<file path="config.mk">
export PLATFORM = sky130hd
export DESIGN_NAME = ring_deque
export DESIGN_NICKNAME = d
export VERILOG_FILES = /design/src/rtl/rdq_pkg.sv /design/src/rtl/ring_deque.sv
export SDC_FILE = /design/constraint.sdc
export NUM_CORES = 1
export LEC_CHECK = 0
export BUFFER_PORTS_ARGS = -buffer_cell sky130_fd_sc_hd__buf_2
export CELL_PAD_IN_SITES_DETAIL_PLACEMENT = 0
export CELL_PAD_IN_SITES_GLOBAL_PLACEMENT = 1
export CORE_MARGIN = 2
export CORE_UTILIZATION = 35
export CTS_CLUSTER_DIAMETER = 60
export CTS_CLUSTER_SIZE = 16
export DETAILED_ROUTE_END_ITERATION = 7
export PLACE_DENSITY_LB_ADDON = 0.2
export SETUP_SLACK_MARGIN = 0.5
export SLEW_MARGIN = 10
export SYNTH_ARGS = -nofsm -noshare
export SYNTH_HDL_FRONTEND = slang
export SYNTH_SLANG_ARGS = --single-unit
</file>
<file path="constraint.sdc">
create_clock -name aclk -period 8.8 [get_ports aclk]
set_input_delay 1.32 -clock aclk [delete_from_list [all_inputs] [get_ports aclk]]
set_output_delay 1.32 -clock aclk [all_outputs]
set_load 0.02 [all_outputs]
</file>
<file path="src/rtl/rdq_pkg.sv">
// Shared types and codes for the ring deque.
// No dependencies; used by ring_deque.
`default_nettype none

package rdq_pkg;

    localparam int CAP_W   = 5;
    localparam int COUNT_W = 5;
    localparam int IO_W    = 32;

    localparam logic [CAP_W-1:0] RESET_CAPACITY = 5'd16;

    localparam logic [2:0] CMD_PUSH_HEAD = 3'd0;
    localparam logic [2:0] CMD_PUSH_TAIL = 3'd1;
    localparam logic [2:0] CMD_POP_HEAD  = 3'd2;
    localparam logic [2:0] CMD_POP_TAIL  = 3'd3;
    localparam logic [2:0] CMD_PEEK_HEAD = 3'd4;
    localparam logic [2:0] CMD_PEEK_TAIL = 3'd5;

    localparam logic [1:0] ST_OK    = 2'd0;
    localparam logic [1:0] ST_FULL  = 2'd1;
    localparam logic [1:0] ST_EMPTY = 2'd2;

    typedef struct packed {
        logic [1:0]         status;
        logic [COUNT_W-1:0] count;
        logic               has_data;
    } rdq_result_t;

endpackage

`default_nettype wire

</file>
<file path="src/rtl/ring_deque.sv">
// Ring deque top level: command decode, pointers, slot memory, output stages.
// Depends on rdq_pkg.
`default_nettype none

// Channel   Ports                                  Direction
// command   s_valid s_ready s_command s_data_in    in
// result    m_valid m_ready m_data_out m_status m_count   out
// config    cfg_wr_en cfg_wr_data                  in
//
// One word accepted per cycle while s_ready is high; results are registered outputs.
// The pointers and count update at the accept edge; the slot read is registered.
// A read stage and an output register part the channels: one more command is
// taken while a result stalls. aresetn clears the queue, capacity returns to 16.
// Capacity writes empty the queue at once.
module ring_deque #(
    parameter int DEPTH      = 16,
    parameter int DATA_WIDTH = 32
) (
    input  wire                        aclk,
    input  wire                        aresetn,
    input  wire                        s_valid,
    output logic                       s_ready,
    input  wire  [2:0]                 s_command,
    input  wire  [rdq_pkg::IO_W-1:0]   s_data_in,
    output logic                       m_valid,
    input  wire                        m_ready,
    output logic [rdq_pkg::IO_W-1:0]   m_data_out,
    output logic [1:0]                 m_status,
    output logic [rdq_pkg::COUNT_W-1:0] m_count,
    input  wire                        cfg_wr_en,
    input  wire  [rdq_pkg::CAP_W-1:0]  cfg_wr_data
);

    localparam int IW   = $clog2(DEPTH);
    localparam int CAPW = $clog2(DEPTH + 1);

    function automatic logic [CAPW-1:0] eff_cap(input logic [rdq_pkg::CAP_W-1:0] v);
        logic [CAPW+rdq_pkg::CAP_W-1:0] e;
        e = {{CAPW{1'b0}}, v};
        if (v == '0) begin
            eff_cap = CAPW'(1);
        end else if (32'(v) > DEPTH) begin
            eff_cap = CAPW'(DEPTH);
        end else begin
            eff_cap = e[CAPW-1:0];
        end
    endfunction

    function automatic logic [IW-1:0] half_cap(input logic [CAPW-1:0] c);
        logic [CAPW-1:0] h;
        h = c >> 1;
        half_cap = IW'(h);
    endfunction

    function automatic logic [IW-1:0] ring_inc(input logic [IW-1:0] i,
                                               input logic [CAPW-1:0] c);
        logic [CAPW:0] s;
        s = (CAPW+1)'(i) + 1'b1;
        if (s >= {1'b0, c}) begin
            ring_inc = '0;
        end else begin
            ring_inc = IW'(s);
        end
    endfunction

    function automatic logic [IW-1:0] ring_dec(input logic [IW-1:0] i,
                                               input logic [CAPW-1:0] c);
        if (i == '0 || CAPW'(i) >= c) begin
            ring_dec = IW'(c - 1'b1);
        end else begin
            ring_dec = i - 1'b1;
        end
    endfunction

    logic [rdq_pkg::CAP_W-1:0] capacity_reg;
    logic [IW-1:0]             head_reg, head_next;
    logic [IW-1:0]             tail_reg, tail_next;
    logic [CAPW-1:0]           occ_reg, occ_next;
    logic [CAPW-1:0]           cap;

    logic [DATA_WIDTH-1:0]     mem [DEPTH];
    logic [DATA_WIDTH-1:0]     mem_rd_reg;
    logic                      wr_en, rd_en;
    logic [IW-1:0]             wr_idx, rd_idx, push_idx;
    logic [DATA_WIDTH-1:0]     wr_data;
    logic [DATA_WIDTH+rdq_pkg::IO_W-1:0] din_ext, dout_ext;
    logic [CAPW+rdq_pkg::COUNT_W-1:0]    count_ext;

    logic                      s_fire, a_advance;
    logic                      a_valid_reg;
    rdq_pkg::rdq_result_t      a_info_reg, a_info_next;
    logic                      m_valid_reg;
    rdq_pkg::rdq_result_t      m_info_reg;
    logic [rdq_pkg::IO_W-1:0]  m_data_reg;

    assign cap       = eff_cap(capacity_reg);
    assign a_advance = a_valid_reg && (!m_valid_reg || m_ready);
    assign s_ready   = !a_valid_reg || a_advance;
    assign s_fire    = s_valid && s_ready;

    assign din_ext = {{DATA_WIDTH{1'b0}}, s_data_in};
    assign wr_data = din_ext[DATA_WIDTH-1:0];

    always_comb begin
        head_next = head_reg;
        tail_next = tail_reg;
        occ_next  = occ_reg;
        wr_en     = 1'b0;
        rd_en     = 1'b0;
        wr_idx    = head_reg;
        rd_idx    = head_reg;
        push_idx  = (s_command == rdq_pkg::CMD_PUSH_HEAD) ? head_reg : tail_reg;
        a_info_next.status   = rdq_pkg::ST_OK;
        a_info_next.has_data = 1'b0;
        case (s_command)
            rdq_pkg::CMD_PUSH_HEAD, rdq_pkg::CMD_PUSH_TAIL: begin
                if (occ_reg >= cap) begin
                    a_info_next.status = rdq_pkg::ST_FULL;
                end else begin
                    wr_en    = s_fire;
                    occ_next = occ_reg + 1'b1;
                    if (occ_reg == '0) begin
                        if (CAPW'(push_idx) >= cap) begin
                            push_idx = '0;
                        end
                        head_next = push_idx;
                        tail_next = push_idx;
                        wr_idx    = push_idx;
                    end else if (s_command == rdq_pkg::CMD_PUSH_HEAD) begin
                        head_next = ring_dec(head_reg, cap);
                        wr_idx    = head_next;
                    end else begin
                        tail_next = ring_inc(tail_reg, cap);
                        wr_idx    = tail_next;
                    end
                end
            end
            rdq_pkg::CMD_POP_HEAD, rdq_pkg::CMD_POP_TAIL,
            rdq_pkg::CMD_PEEK_HEAD, rdq_pkg::CMD_PEEK_TAIL: begin
                if (occ_reg == '0) begin
                    a_info_next.status = rdq_pkg::ST_EMPTY;
                end else begin
                    rd_en = s_fire;
                    a_info_next.has_data = 1'b1;
                    if (s_command == rdq_pkg::CMD_POP_HEAD ||
                        s_command == rdq_pkg::CMD_PEEK_HEAD) begin
                        rd_idx = head_reg;
                    end else begin
                        rd_idx = tail_reg;
                    end
                    if (s_command == rdq_pkg::CMD_POP_HEAD) begin
                        head_next = ring_inc(head_reg, cap);
                        occ_next  = occ_reg - 1'b1;
                    end else if (s_command == rdq_pkg::CMD_POP_TAIL) begin
                        tail_next = ring_dec(tail_reg, cap);
                        occ_next  = occ_reg - 1'b1;
                    end
                end
            end
            default: begin
            end
        endcase
        count_ext = {{rdq_pkg::COUNT_W{1'b0}}, occ_next};
        a_info_next.count = count_ext[rdq_pkg::COUNT_W-1:0];
    end

    always_ff @(posedge aclk) begin
        if (!aresetn) begin
            capacity_reg <= rdq_pkg::RESET_CAPACITY;
            head_reg     <= half_cap(eff_cap(rdq_pkg::RESET_CAPACITY));
            tail_reg     <= half_cap(eff_cap(rdq_pkg::RESET_CAPACITY));
            occ_reg      <= '0;
        end else if (cfg_wr_en) begin
            capacity_reg <= cfg_wr_data;
            head_reg     <= half_cap(eff_cap(cfg_wr_data));
            tail_reg     <= half_cap(eff_cap(cfg_wr_data));
            occ_reg      <= '0;
        end else if (s_fire) begin
            head_reg <= head_next;
            tail_reg <= tail_next;
            occ_reg  <= occ_next;
        end
    end

    always_ff @(posedge aclk) begin
        if (wr_en) begin
            mem[wr_idx] <= wr_data;
        end
    end

    always_ff @(posedge aclk) begin
        if (rd_en) begin
            mem_rd_reg <= mem[rd_idx];
        end
    end

    always_ff @(posedge aclk) begin
        if (!aresetn) begin
            a_valid_reg <= 1'b0;
        end else if (s_fire) begin
            a_valid_reg <= 1'b1;
        end else if (a_advance) begin
            a_valid_reg <= 1'b0;
        end
    end

    always_ff @(posedge aclk) begin
        if (s_fire) begin
            a_info_reg <= a_info_next;
        end
    end

    assign dout_ext = {{rdq_pkg::IO_W{1'b0}}, mem_rd_reg};

    always_ff @(posedge aclk) begin
        if (!aresetn) begin
            m_valid_reg <= 1'b0;
        end else if (a_advance) begin
            m_valid_reg <= 1'b1;
        end else if (m_ready) begin
            m_valid_reg <= 1'b0;
        end
    end

    always_ff @(posedge aclk) begin
        if (a_advance) begin
            m_info_reg <= a_info_reg;
            m_data_reg <= a_info_reg.has_data ? dout_ext[rdq_pkg::IO_W-1:0] : '0;
        end
    end

    assign m_valid    = m_valid_reg;
    assign m_data_out = m_data_reg;
    assign m_status   = m_info_reg.status;
    assign m_count    = m_info_reg.count;

    a_occ_bound: assert property (@(posedge aclk) disable iff (!aresetn)
        occ_reg <= cap)
        else $error("occupancy above capacity");

    a_single_elem: assert property (@(posedge aclk) disable iff (!aresetn)
        occ_reg == CAPW'(1) |-> head_reg == tail_reg)
        else $error("head and tail differ with one element");

    a_empty_count: assert property (@(posedge aclk) disable iff (!aresetn)
        m_valid && m_status == rdq_pkg::ST_EMPTY |-> m_count == '0 && m_data_out == '0)
        else $error("empty result with nonzero count or data");

endmodule

`default_nettype wire

</file>
==> metrics.md <==
| Metric | Value |
|---|---|
| Status | `completed` |
| Commonest cells in the netlist | `591 x edfxtp_1, 266 x mux2i_1, 128 x o22ai_1` |
| Critical Path Start Type | `flop` |
| Util after Layout | `40.3%` |
| Count leader, synth | `edfxtp_1` |
| Vias in the first global route | `13800` |
| Setup TNS | `0 ns` |
| RR Endpoint | `mem[4][8]` |
| Num rows | `97` |
| Synth Warn # | `0` |
| All-Layer GR Usage | `17.5%` |
| CTS tree | `yes` |
| Largest register FFs | `512` |
| CP endpoint kind | `flop` |
| Top FF cell, synth | `edfxtp_1` |
| Cts hold-fix bufs | `0` |
| Final Hold Fails | `0` |
| CP bufs+invs | `2` |
| Reg-to-Reg Start | `tail_reg[0]` |
| Clock tree root driver cell | `clkbuf_16` |
| H-tree levels | `2` |
| Die Ht | `271 µm` |
| Reg clk slew, reported paths | `0.07 ns` |
| Slew margin rel. | `19.9%` |
| Fmax | `0.196 GHz` |
| CP peak stage delay | `0.82 ns` |
| Clock Tree Buf Depth | `3` |
| Syn Inst Count | `1497` |
| Syn Nets | `1578` |
| Fin crit period | `5.09 ns` |
| Vias | `13600` |
| WHS Endpoint | `m_count[4]` |
| DRT iter0 DRCs | `1046` |
| Max Cap Viol | `0` |
| Synth top area share | `71.2%` |
| Worst setup path category | `flop to flop` |
| DR DRC count | `0` |
| Ports | `86` |
| Final ANT Viol Nets | `0` |
| Final Cell Area | `28300 µm²` |
| Final Setup Violations | `0` |
| WHS Path Cells | `0` |
| Worst path most repeated cell | `ha_1` |
| R2R depth | `10` |
| CTS Buf Count | `53` |
| Final wirelength | `64200 µm` |
| I/O Buffers | `85` |
| Slowest stage cell, crit path | `dfxtp_1` |
| Worst-path cell chain | `inv_1 -> ha_1 -> ha_1 -> a21o_1 -> a31oi_1 -> o21ai_1 -> o31ai_1 -> o211ai_1 -> nor4_2 -> buf_4` |
| Dpl hpwl | `35300 µm` |
| Async SR Flop Fraction | `0%` |
| Die area | `73400 µm²` |
| Crit Path Max Fanout | `32` |
| Worst R2R Setup Slack | `3.71 ns` |
| Crit path max-delay family | `compound AO/OA/AOI/OAI gates` |
| Layout area overhead | `13.6%` |
| PnR worst setup slack | `3.71 ns` |
| First-pass GRT wire length | `94100 µm` |
| Worst Hold Class | `flop to flop` |
| Syn_area_per_cell | `16.6 µm²` |
| Biggest area consumer among synthesized cells | `edfxtp_1` |
| 1st-pass router iterations | `6` |
| Final max-slew violation count | `0` |
| Initial antenna violation count | `2` |
| WP data arrival | `5.33 ns` |
| Slew at the pin closest to its max-slew limit | `1.20 ns` |
| Post-Syn Area | `24900 µm²` |
| RSZ-0062 raised after global routing | `no` |
| Hold path start | `a_info_reg[5]` |
| Routability Congestion | `0.820` |
| Die width | `271 µm` |
| Ranking of synthesized cells by area | `edfxtp_1 71%, mux2i_1 11%, o22ai_1 3.2%` |
| Post-placement setup slack | `3.56 ns` |
| Crit path required time | `9.03 ns` |
| Area post-placement | `26600 µm²` |
| Post-CTS Setup Bufs | `0` |
| Nets | `1678` |
| Grt total ovfl | `0` |
| Post-synth EDFFs | `591` |
| Final Skew | `0.0279 ns` |
| Starting Density | `35.5%` |
| Sequential area share after synthesis | `72.8%` |
| Post_cts resized | `0` |
| Core Box Area | `70300 µm²` |
| Share of layout cells above drive strength 1 | `15.3%` |
| Vias per Instance | `5.31` |
| CTS Sinks | `611` |
| Maximum VDD drop | `0.145 mV` |
| Pwr Total | `6.16 mW` |
| Pwr per Cell Area | `217 nW/µm²` |
| LEAKAGE | `10.6 nW` |
| Netlist cell types | `65` |
| Largest net degree at the start of global routing | `133` |
| Yosys reg bits | `611` |
| Routed WL per cell | `25.0 µm` |
| Final period util | `57.9%` |
| Worst skew pair latency | `0.63 ns` |
worst max-delay path by stage:
| stage | slack (ns) | start | cells past startpoint | end |
|---|---|---|---|---|
| 3_3_place_gp | 3.59 | s_command[1] | 12 | mem[1][18] |
| 6_report | 3.71 | tail_reg[0] | 10 | mem[4][8] |
| 3_5_place_dp | 3.56 | s_command[1] | 12 | mem[1][17] |
| 4_1_cts | 3.77 | tail_reg[0] | 10 | mem[4][8] |
| 2_1_floorplan | 1.43 | s_command[1] | 12 | mem[11][0] |
| 5_1_grt | 3.47 | tail_reg[0] | 10 | mem[4][8] |
layout by cell type, fill, tap and decap left out, types with 6 or more instances in the layout:
cell,count
nor2b_1,9
buf_2,85
nor2_1,25
o21a_1,6
nor4_2,16
mux2_2,8
a31oi_4,6
mux2i_1,264
xnor2_1,8
a211oi_1,10
o21ai_0,17
nand2_1,41
o22ai_1,128
a31oi_1,10
a21oi_1,21
clkbuf_16,53
buf_4,36
nand3_1,8
clkbuf_1,6
a21o_1,9
ha_1,36
inv_1,21
or4_1,33
and2_1,32
o211ai_1,8
edfxtp_1,591
nor3_1,16
dfxtp_1,20
a311oi_1,6
worst register-to-register path, delay by kind of cell (launching register included):
family                     cells  cell delay (ns)
DFF                            1             0.82
and+or+nand+nor                1             0.37
adders and majority gates      2             0.69
buffers and inverters          2             1.08
AOI/OAI and AO/OA              5             1.73
per-stage QoR:
stage          instances  hold slack (ns)
2_1_floorplan       1497            0.400
3_3_place_gp        2482            0.406
3_5_place_dp        2482            0.405
4_1_cts             2567            0.418
5_1_grt             2567            0.428
6_report            2568            0.419
power breakdown:
group	switching (mW)	total (mW)	internal (mW)
clock	1.11	2.36	1.25
sequential	0.0252	3.26	3.23
combinational	0.347	0.541	0.193
total	1.48	6.16	4.68
cell type report:
class	instances	area, µm²
diodes	1	2.50
clock buffers	59	1350
clock inverters	26	367
fillers	6413	41900
inverters	21	78.8
multi-input cells	787	6470
flip-flops and latches	611	18100
well taps	940	1180
repair buffers	123	736
cell families after synthesis:
| family | synth area share [%] |
|---|---|
| AOI/OAI and AO/OA | 7.29 |
| adders and majority gates | 1.81 |
| xor gates and xnor gates | 0.457 |
| DFF | 72.8 |
| buffers and inverters | 1.95 |
| and+or+nand+nor | 4.64 |
| muxes | 11.0 |
per-layer routing:
metal / vias up / GRT usage (%) / part of all wire (%)
met4: 2 / 4.87 / 2.4
li1: 6200 / - / -
met2: 305 / 29.1 / 48
met3: 92 / 2.91 / 4.8
met5: - / 0 / 0.012
met1: 7025 / 23.5 / 44
(Power assumes the default switching activity.)
